==> config.mk <==
export PLATFORM = sky130hd
export DESIGN_NAME = pmvp_div
export DESIGN_NICKNAME = d
export VERILOG_FILES = /design/src/rtl/pmvp_pkg.sv /design/src/rtl/pmvp_div.sv
export SDC_FILE = /design/constraint.sdc
export NUM_CORES = 1
export LEC_CHECK = 0
export ABC_CLOCK_PERIOD_IN_PS = 3500
export BUFFER_PORTS_ARGS = -buffer_cell sky130_fd_sc_hd__clkbuf_2
export CELL_PAD_IN_SITES_DETAIL_PLACEMENT = 1
export CELL_PAD_IN_SITES_GLOBAL_PLACEMENT = 2
export CORE_MARGIN = 2
export CORE_UTILIZATION = 38
export DETAILED_ROUTE_END_ITERATION = 10
export PLACE_DENSITY_LB_ADDON = 0.1
export SLEW_MARGIN = 5
export SYNTH_ARGS = -nofsm -noshare
export SYNTH_HDL_FRONTEND = slang
export SYNTH_SLANG_ARGS = --single-unit
==> constraint.sdc <==
create_clock -name clk -period 3.5 [get_ports clk]
set_input_delay 0.175 -clock clk [delete_from_list [all_inputs] [get_ports clk]]
set_output_delay 0.175 -clock clk [all_outputs]
set_load 0.01 [all_outputs]
==> src/rtl/pmvp_pkg.sv <==
package pmvp_pkg;

    // Palette store geometry
    localparam int PALETTE_DEPTH = 1024;
    localparam int ADDR_W        = $clog2(PALETTE_DEPTH);
    localparam int RGB_W         = 24;
    localparam int SIZE_W        = 11;
    localparam int SCALE_W       = 31;
    localparam int DIFF_W        = 10;

    // Shared divider: numerator holds |distance| * 2047 or 255 * sum, divisor a world scale or psum + 1
    localparam int DIV_NUM_W = 42;
    localparam int DIV_DEN_W = SCALE_W;
    localparam int DIV_CNT_W = $clog2(DIV_NUM_W);

    localparam logic [10:0] CODE_MAX = 11'd2047;
    localparam logic [7:0]  MOD_MAX  = 8'd255;

    // Input command codes
    localparam logic CMD_WRITE = 1'b0;
    localparam logic CMD_QUERY = 1'b1;

    // Configuration register indexes
    localparam logic CFG_PALETTE_SIZE = 1'b0;
    localparam logic CFG_WORLD_SCALE  = 1'b1;

    typedef enum logic [2:0] {
        ST_IDLE,
        ST_SCAN,
        ST_MOD_GO,
        ST_MOD_WAIT,
        ST_DIST_GO,
        ST_DIST_WAIT,
        ST_HOLD
    } state_t;

    typedef struct packed {
        logic                 start;
        logic [DIV_NUM_W-1:0] num;
        logic [DIV_DEN_W-1:0] den;
    } div_req_t;

    typedef struct packed {
        logic                 done;
        logic [DIV_NUM_W-1:0] quot;
    } div_rsp_t;

endpackage

==> src/rtl/pmvp_div.sv <==
module pmvp_div (
    input  logic               clk,
    input  logic               rst_n,
    input  pmvp_pkg::div_req_t req,
    output pmvp_pkg::div_rsp_t rsp
);
    import pmvp_pkg::*;

    logic                 busy_reg, busy_next;
    logic                 done_reg, done_next;
    logic [DIV_CNT_W-1:0] cnt_reg, cnt_next;
    logic [DIV_NUM_W-1:0] num_reg, num_next;
    logic [DIV_NUM_W-1:0] quot_reg, quot_next;
    logic [DIV_DEN_W-1:0] den_reg, den_next;
    logic [DIV_DEN_W-1:0] rem_reg, rem_next;

    logic [DIV_DEN_W:0]   rem_sh;
    logic                 ge;
    logic [DIV_DEN_W:0]   rem_sub;

    // One restoring step per cycle, MSB of the numerator first
    assign rem_sh  = {rem_reg, num_reg[DIV_NUM_W-1]};
    assign ge      = rem_sh >= {1'b0, den_reg};
    assign rem_sub = rem_sh - {1'b0, den_reg};

    always_comb
    begin
        busy_next = busy_reg;
        done_next = 1'b0;
        cnt_next  = cnt_reg;
        num_next  = num_reg;
        quot_next = quot_reg;
        den_next  = den_reg;
        rem_next  = rem_reg;
        if (req.start)
        begin
            busy_next = 1'b1;
            cnt_next  = DIV_CNT_W'(DIV_NUM_W - 1);
            num_next  = req.num;
            den_next  = req.den;
            rem_next  = '0;
        end
        else if (busy_reg)
        begin
            num_next  = {num_reg[DIV_NUM_W-2:0], 1'b0};
            quot_next = {quot_reg[DIV_NUM_W-2:0], ge};
            rem_next  = ge ? rem_sub[DIV_DEN_W-1:0] : rem_sh[DIV_DEN_W-1:0];
            cnt_next  = cnt_reg - DIV_CNT_W'(1);
            if (cnt_reg == '0)
            begin
                busy_next = 1'b0;
                done_next = 1'b1;
            end
        end
    end

    always_ff @(posedge clk or negedge rst_n)
    begin
        if (!rst_n)
        begin
            busy_reg <= 1'b0;
            done_reg <= 1'b0;
            cnt_reg  <= '0;
        end
        else
        begin
            busy_reg <= busy_next;
            done_reg <= done_next;
            cnt_reg  <= cnt_next;
        end
    end

    always_ff @(posedge clk)
    begin
        num_reg  <= num_next;
        quot_reg <= quot_next;
        den_reg  <= den_next;
        rem_reg  <= rem_next;
    end

    assign rsp.done = done_reg;
    assign rsp.quot = quot_reg;

endmodule

After elaboration in Yosys (flattened, before gate mapping):

Index checks and enable logic that the tools add are counted.

* register bits: 154
* input port bits: 76
* word-level logic and storage cells: 25

* add/subtract/negate cells: 2
* magnitude comparators: 1
* muxes and demuxes: 11
* bitwise logic cells: 1
* reductions and logical operators: 3

Operators with widths (count)
* $mux 42: 2
* $ge 32x31->1: 1
* $mux 31: 1
* $sub 31x31->31: 1
* $mux 6: 2
* $logic_not 6->1: 1
* $mux 1: 6
* $sub 6x1->6 const B: 1
* $reduce_and 2->1: 1
* $reduce_bool 2->1: 1
* $not 1->1: 1

Longest topological paths before layout:

Gate-level depths: netlist of the first run.

* depth after elaboration: 4
* mapped depth: 14
* gate-level depth less buffers: 12

Least setup slack after synthesis of the first run:

OpenSTA, ideal clock, no wires.

* kind: register to register
* start: register num_reg[41]
* end: register rem_reg[27]
* library setup time: 0.103 ns
* arrival: 2.601 ns
* required time: 3.397 ns
* path slack: 0.796 ns
* cell stages (with the launch flop): 14
* buffers on the path: 1
* period minus slack after synthesis: 2.704 ns
* cell sequence: edfxtp_1 inv_1 ha_1 fa_1 nand2b_1 a21oi_1 o21ai_0 a2111oi_2 nor3_1 and3_4 buf_6 a31oi_4 a22oi_2 a2111oi_2

* cells in the longest elaborated chain, start to end: 2
* elaborated cells between the ends (all ways): 3
* those cells by class: add/sub (1); order compare (1); mux (1)

Ends and longest elaborated chain
* from (decl): RTL line pmvp_div.sv:12 `logic [DIV_NUM_W-1:0] num_reg, num_next;`
* from (signal assigned): RTL line pmvp_div.sv:75 `num_reg <= num_next;`
* $sub 31x31->31 / $ge 32x31->1 (equally long branches): RTL line pmvp_div.sv:24, pmvp_div.sv:23
* $mux 31 (*): RTL line pmvp_div.sv:47 `rem_next = ge ? rem_sub[DIV_DEN_W-1:0] : rem_sh[DIV_DEN_W-1:0];`
* to (signal assigned): RTL line pmvp_div.sv:78 `rem_reg <= rem_next;`
* to (decl): RTL line pmvp_div.sv:15 `logic [DIV_DEN_W-1:0] rem_reg, rem_next;`

Mark *: on every way between the ends. The rest lies on a longest branch, timed or not.
A chain may end at the register's enable or synchronous reset.

Worst setup path after layout of the first run:

* start: register num_reg[41]
* end: register rem_reg[30]

The elaborated chain is that of the path after synthesis.

==> impl_metrics.prom, run 1 <==
# TYPE chip_impl_metric gauge
chip_impl_metric{name="slowest_delay",unit="ns"} 0.41
chip_impl_metric{name="crit_required",unit="ns"} 3.84
chip_impl_metric{name="hold_viol",unit=""} 0
chip_impl_metric{name="areal_power_density_over_the_cells",unit="nW/um^2"} 732
chip_impl_metric{name="fin_ws",unit="ns"} 0.424
chip_impl_metric{name="max_slew_margin_vs_limit",unit="%"} 38.7
chip_impl_metric{name="slew_violations",unit=""} 0
chip_impl_metric{name="async_reset_ff_share",unit="%"} 5.19
chip_impl_metric{name="clk_transition_reported_paths",unit="ns"} 0.07
chip_impl_metric{name="synth-edff-count",unit=""} 115
chip_impl_metric{name="grt_antenna_before_repair",unit=""} 0
chip_impl_metric{name="drt_first_pass_iters",unit=""} 4
chip_impl_info{name="synth.cells.most_frequent",value="115 x edfxtp_1, 57 x nor2_1, 47 x a21oi_1"} 1
chip_impl_metric{name="timing.final.setup_violations",unit=""} 0
chip_impl_info{name="synth_area_leader_cell",value="edfxtp_1"} 1
chip_impl_metric{name="fp.dieH",unit="um"} 145
chip_impl_metric{name="post_synthesis_instance_area",unit="um^2"} 7570
chip_impl_metric{name="tritoncts.num_buffers",unit=""} 17
chip_impl_metric{name="max_cap_viol_count",unit=""} 0
chip_impl_metric{name="fin_tns_setup",unit="ns"} 0
chip_impl_metric{name="drc",unit=""} 0
chip_impl_metric{name="period_share",unit="%"} 87.9
chip_impl_metric{name="achievable-frequency",unit="GHz"} 0.325
chip_impl_metric{name="wirelength",unit="um"} 18100
chip_impl_info{name="post-synth-top-count-cell",value="edfxtp_1"} 1
chip_impl_metric{name="leakage",unit="uW"} 0.00381
chip_impl_metric{name="syn_avg_cell_area",unit="um^2"} 11.8
chip_impl_metric{name="worst_ir_drop_vdd",unit="V"} 0.000347
chip_impl_metric{name="post_synth_inst_count",unit=""} 643
chip_impl_info{name="run_status",value="completed"} 1
chip_impl_metric{name="post_place_worst_slack",unit="ns"} 0.410
chip_impl_metric{name="area_growth_from_synthesis_to_final_layout",unit="%"} 23.5
chip_impl_metric{name="num_vias",unit=""} 5414
chip_impl_metric{name="fraction_of_layout_cells_with_a_size_suffix_above_1",unit="%"} 26.8
chip_impl_info{name="most_instantiated_flip_flop_cell_in_the_synthesis_netlist",value="edfxtp_1"} 1
chip_impl_info{name="critPathKind",value="flip-flop to flip-flop"} 1
chip_impl_metric{name="place.detailed.instances",unit=""} 1001
chip_impl_metric{name="drt-wirelength-per-cell",unit="um"} 17.0
chip_impl_metric{name="critPathArrivalTime",unit="ns"} 3.41
chip_impl_metric{name="netlist.area_leader.share",unit="%"} 45.6
chip_impl_metric{name="layout.cells.non_filler",unit=""} 1064
chip_impl_info{name="post_synth_main_area_contributors",value="edfxtp_1 46%, dfxtp_1 8.2%, mux2_2 6.1%"} 1
chip_impl_metric{name="die_area",unit="um^2"} 21100
chip_impl_metric{name="clock_tree.buffer_depth",unit=""} 2
chip_impl_info{name="critical_path.startpoint_type",value="flip-flop"} 1
chip_impl_metric{name="fin_skew",unit="ns"} 0.0188
chip_impl_metric{name="num_rows",unit=""} 51
chip_impl_metric{name="utilization",unit="%"} 47.8
chip_impl_metric{name="die-width",unit="um"} 145
chip_impl_metric{name="ctsResizeCount",unit=""} 0
chip_impl_metric{name="yosysSeqAreaShare",unit="%"} 56.5
chip_impl_info{name="grt_setup_unrepaired",value="no"} 1
chip_impl_metric{name="design.portCount",unit=""} 119
chip_impl_metric{name="place.gp.congestion",unit=""} 0.798
chip_impl_metric{name="antenna_left",unit=""} 0
chip_impl_metric{name="htreeDepth",unit=""} 4
chip_impl_metric{name="floorplan.initialDensity",unit="%"} 38.7
chip_impl_info{name="crit_path_end_kind",value="flip-flop"} 1
chip_impl_metric{name="netlist-cell-type-count",unit=""} 60
chip_impl_metric{name="fin_nets",unit=""} 897
chip_impl_metric{name="drt_iter0_drc",unit=""} 294
chip_impl_info{name="timing.critical_path.cells",value="inv_1 > ha_1 > fa_1 > nand2b_1 > a21oi_1 > o21ai_0 > a2111oi_2 > nor3_1 > and3_4 > inv_1 > buf_4 > o21ai_0 > o31ai_1"} 1
chip_impl_metric{name="synth_nets",unit=""} 753
chip_impl_metric{name="insertion_delay",unit="ns"} 0.44
chip_impl_info{name="hold_class",value="input port to flip-flop"} 1
chip_impl_info{name="cts_tree",value="built"} 1
chip_impl_metric{name="grt_pass1_wl",unit="um"} 30400
chip_impl_metric{name="yosysWarnings",unit=""} 0
chip_impl_metric{name="place.port_buffers",unit=""} 118
chip_impl_metric{name="detailedPlacementHpwl",unit="um"} 12600
chip_impl_metric{name="worst_pin_slew",unit="ns"} 0.919
chip_impl_info{name="root_buffer",value="clkbuf_16"} 1
chip_impl_metric{name="period_needed",unit="ns"} 3.08
chip_impl_metric{name="worstPathMaxFanout",unit=""} 24
chip_impl_metric{name="clock_sinks",unit=""} 154
chip_impl_metric{name="coreArea",unit="um^2"} 19500
chip_impl_metric{name="yosys_register_bits",unit=""} 154
chip_impl_metric{name="globalRoute.totalOverflow",unit=""} 0
chip_impl_metric{name="drt-vias-per-instance",unit=""} 5.09
chip_impl_metric{name="grt_pass1_vias",unit=""} 5791
chip_impl_metric{name="track_usage",unit="%"} 18.0
chip_impl_metric{name="pin_count_of_the_biggest_net_entering_global_routing",unit=""} 76
chip_impl_info{name="critical_path.slowest_cell",value="fa_1"} 1
chip_impl_metric{name="number_of_diodes_added_for_antenna_fixing",unit=""} 0
-- critical path, delay by kind of cell, from the launching register on --
kind | cells | cell delay [ns]
AO/OA/AOI/OAI | 5 | 1.07
adder cells (fa/ha/maj) | 2 | 0.63
buffers and inverters | 3 | 0.38
flip-flops | 1 | 0.35
AND/OR/NAND/NOR | 3 | 0.54
-- routing by layer --
metal | part of all wire (%) | GRT usage, %
met5 | 0 | 0
met2 | 49 | 30.2
met1 | 47 | 23.3
met4 | 1.0 | 4.95
met3 | 3.4 | 4.28
-- cells in the final DEF (no fill, tap or decap), drive strengths merged, types with 5 or more instances in the layout --
cell         netlist  routed
clkbuf            19     134
edfxtp           115     115
nor2              57      57
inv               46      52
a21oi             49      49
mux2              41      41
ha                33      33
dlygate4sd3        0      32
dfxtp             31      31
nand2             29      29
a211oi            26      26
o21ai             24      24
xor2              16      16
xnor2             12      12
nor3              12      12
nand4             10      10
buf               15      10
nand3              9       9
a21o               8       8
nand2b             8       8
dfrtp              8       8
mux2i              6       6
a31oi              6       6
o21bai             5       5
o211ai             5       5
-- through the flow --
step	total power (uW)	area (um^2)	hold slack [ns]
after floorplan	4300	7570	-0.121
after global placement	4880	8410	0.0315
after detailed placement	4910	8410	0.0330
after CTS	6910	9340	0.00724
after global routing	7300	9340	0.0146
final	6840	9340	0.0264
-- where the power goes --
group          total [uW]  internal (uW)  switching, uW
Sequential           2480           2280            199
Clock                1930           1080            847
Combinational        2430           1010           1420
Total                6840           4370           2460
-- area by class of cell --
type | instances | area [um^2]
well taps | 265 | 332
clock inverters | 14 | 184
fillers | 2140 | 10200
repair buffers | 159 | 993
inverters | 46 | 173
clock buffers | 17 | 425
flip-flops and latches | 154 | 4270
multi-input cells | 409 | 2960
-- timing repair --
action                                 in CTS  in global routing
endpoints found under the hold margin      39                  0
hold buffers                               32                  0
buffers inserted                            0                  0
-- final timing paths --
path | startpoint | end | slack (ns) | depth (start not counted)
setup / recovery | num_reg[41] | rem_reg[30] | 0.42 | 13
hold / removal | req[31] | num_reg[0] | 0.03 | 2
setup reg to reg | num_reg[41] | rem_reg[30] | 0.42 | 13
hold reg to reg | quot_reg[28] | quot_reg[29] | 0.45 | 0
max in group asynchronous | rst_n | cnt_reg[2] | 3.20 | 2
min in group asynchronous | rst_n | busy_reg | 0.12 | 2
-- logic make-up after synthesis --
| logic type | Yosys count | share of synthesized area [%] |
|---|---|---|
| buf+inv | 80 | 4.46 |
| simple gates | 145 | 9.26 |
| flops | 154 | 56.5 |
| mux | 47 | 6.90 |
| compound gates | 155 | 13.9 |
| xor+xnor | 28 | 3.24 |
| fa+ha+maj | 34 | 5.72 |
Power figures use the tool's default switching activity.
==> inputs of run 2 (changes only) <==
Settings changed: CORE_UTILIZATION 38 to 39, CTS_BUF_LIST set to sky130_fd_sc_hd__clkbuf_2, REMOVE_ABC_BUFFERS set to 1.
==> run 2 against run 1 <==
Register-to-register slack worse by 0.13 ns; die area is 2.5% lower; via count increased by 5.1%; global-route usage rose by 0.93 points; highest routed layer unchanged; sequential cell count unchanged; setup slack worse by 0.13 ns; sequential power is essentially flat; fmax down 4.2%; combinational power grew 2%; final area grew 1.1%; final cell count increased by 3.9%; non-clock buffer count is 44 higher.
==> impl_metrics.prom, run 2 (same netlist as run 1, synthesis figures left out) <==
# TYPE chip_impl_metric gauge
chip_impl_metric{name="power.combinational.fraction",unit="%"} 41.0
chip_impl_metric{name="fin_skew",unit="ns"} 0.0413
chip_impl_info{name="cts_tree",value="built"} 1
chip_impl_metric{name="wirelength",unit="um"} 18600
chip_impl_metric{name="period_needed",unit="ns"} 3.21
chip_impl_info{name="hold_path_end",value="den_reg[21]"} 1
chip_impl_info{name="run_status",value="completed"} 1
chip_impl_metric{name="fp.dieH",unit="um"} 143
chip_impl_metric{name="die_area",unit="um^2"} 20500
chip_impl_info{name="crit_path_end_kind",value="flip-flop"} 1
chip_impl_metric{name="tritoncts.num_buffers",unit=""} 17
chip_impl_info{name="worst_r2r_endpoint",value="rem_reg[7]"} 1
chip_impl_info{name="root_buffer",value="clkbuf_2"} 1
chip_impl_metric{name="insertion_delay",unit="ns"} 0.73
chip_impl_metric{name="ctsResizeCount",unit=""} 0
chip_impl_info{name="critPathKind",value="flip-flop to flip-flop"} 1
chip_impl_metric{name="drt_iter0_drc",unit=""} 239
chip_impl_metric{name="num_rows",unit=""} 50
chip_impl_metric{name="critPathArrivalTime",unit="ns"} 3.86
chip_impl_metric{name="worst_pin_slew",unit="ns"} 0.789
chip_impl_metric{name="routedLengthMet1",unit="um"} 8450
chip_impl_metric{name="timing.final.setup_violations",unit=""} 0
chip_impl_metric{name="wl_met3",unit="um"} 767
chip_impl_metric{name="clock_sinks",unit=""} 154
chip_impl_metric{name="max_cap_viol_count",unit=""} 0
chip_impl_info{name="worst_hold_startpoint",value="req[21]"} 1
chip_impl_metric{name="period_share",unit="%"} 91.7
chip_impl_metric{name="grt_antenna_before_repair",unit=""} 1
chip_impl_metric{name="drt_first_pass_iters",unit=""} 4
chip_impl_metric{name="worstPathMaxFanout",unit=""} 38
chip_impl_info{name="crit_start",value="num_reg[41]"} 1
chip_impl_metric{name="crit_required",unit="ns"} 4.15
chip_impl_metric{name="grt_pass1_vias",unit=""} 6004
chip_impl_metric{name="area_growth_from_synthesis_to_final_layout",unit="%"} 24.8
chip_impl_info{name="most_frequent_cells_in_the_layout",value="134 x clkbuf_2, 115 x edfxtp_1, 76 x dlygate4sd3_1"} 1
chip_impl_metric{name="place.port_buffers",unit=""} 118
chip_impl_metric{name="hold_viol",unit=""} 0
chip_impl_metric{name="setup.reg_to_reg.worst_slack",unit="ns"} 0.29
chip_impl_info{name="timing.critical_path.cells",value="inv_1 > ha_1 > fa_1 > nand2b_1 > a21oi_1 > o21ai_0 > a2111oi_2 > nor3_1 > and3_4 > buf_12 > o31a_1 > a211oi_1"} 1
chip_impl_metric{name="place.gp.congestion",unit=""} 0.820
chip_impl_metric{name="power.clock.fraction",unit="%"} 18.3
chip_impl_info{name="routed.top_layer",value="met4"} 1
chip_impl_metric{name="p_int",unit="uW"} 3740
chip_impl_metric{name="htreeDepth",unit=""} 4
chip_impl_metric{name="track_usage",unit="%"} 18.9
chip_impl_metric{name="die-width",unit="um"} 143
chip_impl_metric{name="fin_nets",unit=""} 941
chip_impl_metric{name="drt-wirelength-per-cell",unit="um"} 16.8
chip_impl_metric{name="grt_pass1_wl",unit="um"} 30400
chip_impl_metric{name="floorplan.initialDensity",unit="%"} 40.0
chip_impl_metric{name="seqPwrFrac",unit="%"} 40.7
chip_impl_metric{name="slowest_delay",unit="ns"} 0.41
chip_impl_metric{name="areal_power_density_over_the_cells",unit="nW/um^2"} 645
chip_impl_metric{name="coreArea",unit="um^2"} 18900
chip_impl_metric{name="hold-path-cell-count",unit=""} 2
chip_impl_metric{name="sw_frac_of_total",unit="%"} 38.5
chip_impl_metric{name="finalInstanceArea",unit="um^2"} 9440
chip_impl_metric{name="clock_tree.buffer_depth",unit=""} 2
chip_impl_metric{name="switching_power",unit="uW"} 2350
chip_impl_metric{name="clk_transition_reported_paths",unit="ns"} 0.25
chip_impl_metric{name="max_slew_margin_vs_limit",unit="%"} 47.3
chip_impl_metric{name="antenna_left",unit=""} 0
chip_impl_info{name="grt_setup_unrepaired",value="no"} 1
chip_impl_metric{name="fraction_of_layout_cells_with_a_size_suffix_above_1",unit="%"} 25.4
chip_impl_metric{name="globalRoute.totalOverflow",unit=""} 0
chip_impl_metric{name="leakage",unit="uW"} 0.00387
chip_impl_info{name="final_common_cell",value="clkbuf_2"} 1
chip_impl_metric{name="drc",unit=""} 0
chip_impl_info{name="critical_path.slowest_cell",value="edfxtp_1"} 1
chip_impl_metric{name="achievable-frequency",unit="GHz"} 0.312
chip_impl_metric{name="detailedPlacementHpwl",unit="um"} 12200
chip_impl_metric{name="hold_ws",unit="ns"} 0.125
chip_impl_metric{name="drt-vias-per-instance",unit=""} 5.15
chip_impl_metric{name="design.portCount",unit=""} 119
chip_impl_metric{name="met2WireLength",unit="um"} 9120
chip_impl_metric{name="pin_count_of_the_biggest_net_entering_global_routing",unit=""} 62
chip_impl_metric{name="placement.cell_area",unit="um^2"} 8410
chip_impl_metric{name="reg2regPathDepth",unit=""} 12
chip_impl_metric{name="slew_violations",unit=""} 0
chip_impl_info{name="timing.rr.start",value="num_reg[41]"} 1
chip_impl_info{name="critical_path.startpoint_type",value="flip-flop"} 1
chip_impl_metric{name="num_vias",unit=""} 5689
chip_impl_info{name="hold_class",value="input port to flip-flop"} 1
chip_impl_metric{name="worst_ir_drop_vdd",unit="V"} 0.000254
-- run 2: what timing repair did --
action / 4_1_cts / 5_1_grt
hold endpoints to repair: 103 / 0
hold buffers: 76 / 0
setup buffers: 0 / 0
-- run 2: layer usage --
metal | vias to the layer above | track usage [%]
met2 | 142 | 32.6
met5 | - | 0
met4 | 0 | 5.73
met1 | 2777 | 23.7
met3 | 19 | 4.26
li1 | 2751 | -
-- run 2: layout make-up --
type	count	area [um^2]
well taps	260	325
flip-flops and latches	154	4270
fillers	2086	9450
inverters	46	173
clock inverters	15	186
clock buffers	17	85.1
diodes	1	2.50
multi-input cells	409	2960
repair buffers	203	1430
-- run 2: worst max-delay path, delay by kind of cell, from the launching register on --
kind	cells	cell delay (ns)
AND/OR/NAND/NOR	3	0.51
AO/OA/AOI/OAI	5	1.31
adder cells (fa/ha/maj)	2	0.64
buffers and inverters	2	0.24
flip-flops	1	0.41
-- run 2: power by group through the flow --
stage	logic [uW]	registers (uW)	clock network [uW]
6_report	2490	2480	1120
3_5_place_dp	2410	2520	0
5_1_grt	2780	2520	1220
3_3_place_gp	2360	2510	0
4_1_cts	2500	2480	1170
2_1_floorplan	1740	2470	0
-- run 2: worst max-delay path by stage --
| stage | to | slack, ns | cells past startpoint |
|---|---|---|---|
| floorplan | rem_reg[30] | -0.58 | 3 |
| global placement | rem_reg[3] | 0.46 | 12 |
| detailed placement | rem_reg[10] | 0.34 | 12 |
| CTS | rem_reg[7] | 0.24 | 12 |
| global route | rem_reg[7] | 0.06 | 12 |
| finish | rem_reg[7] | 0.29 | 12 |
-- run 2: metrics by stage --
| stage | utilization [%] | TNS (ns) | setup slack (ns) | total power, uW | instances |
|---|---|---|---|---|---|
| after CTS | 50.0 | 0 | 0.236 | 6140 | 1104 |
| final | 50.0 | 0 | 0.291 | 6090 | 1105 |
| after global routing | 50.0 | 0 | 0.0564 | 6520 | 1105 |
| after detailed placement | 44.5 | 0 | 0.338 | 4920 | 996 |
| after global placement | 44.5 | 0 | 0.456 | 4870 | 996 |
| after floorplan | - | -18.19 | -0.576 | 4210 | 609 |
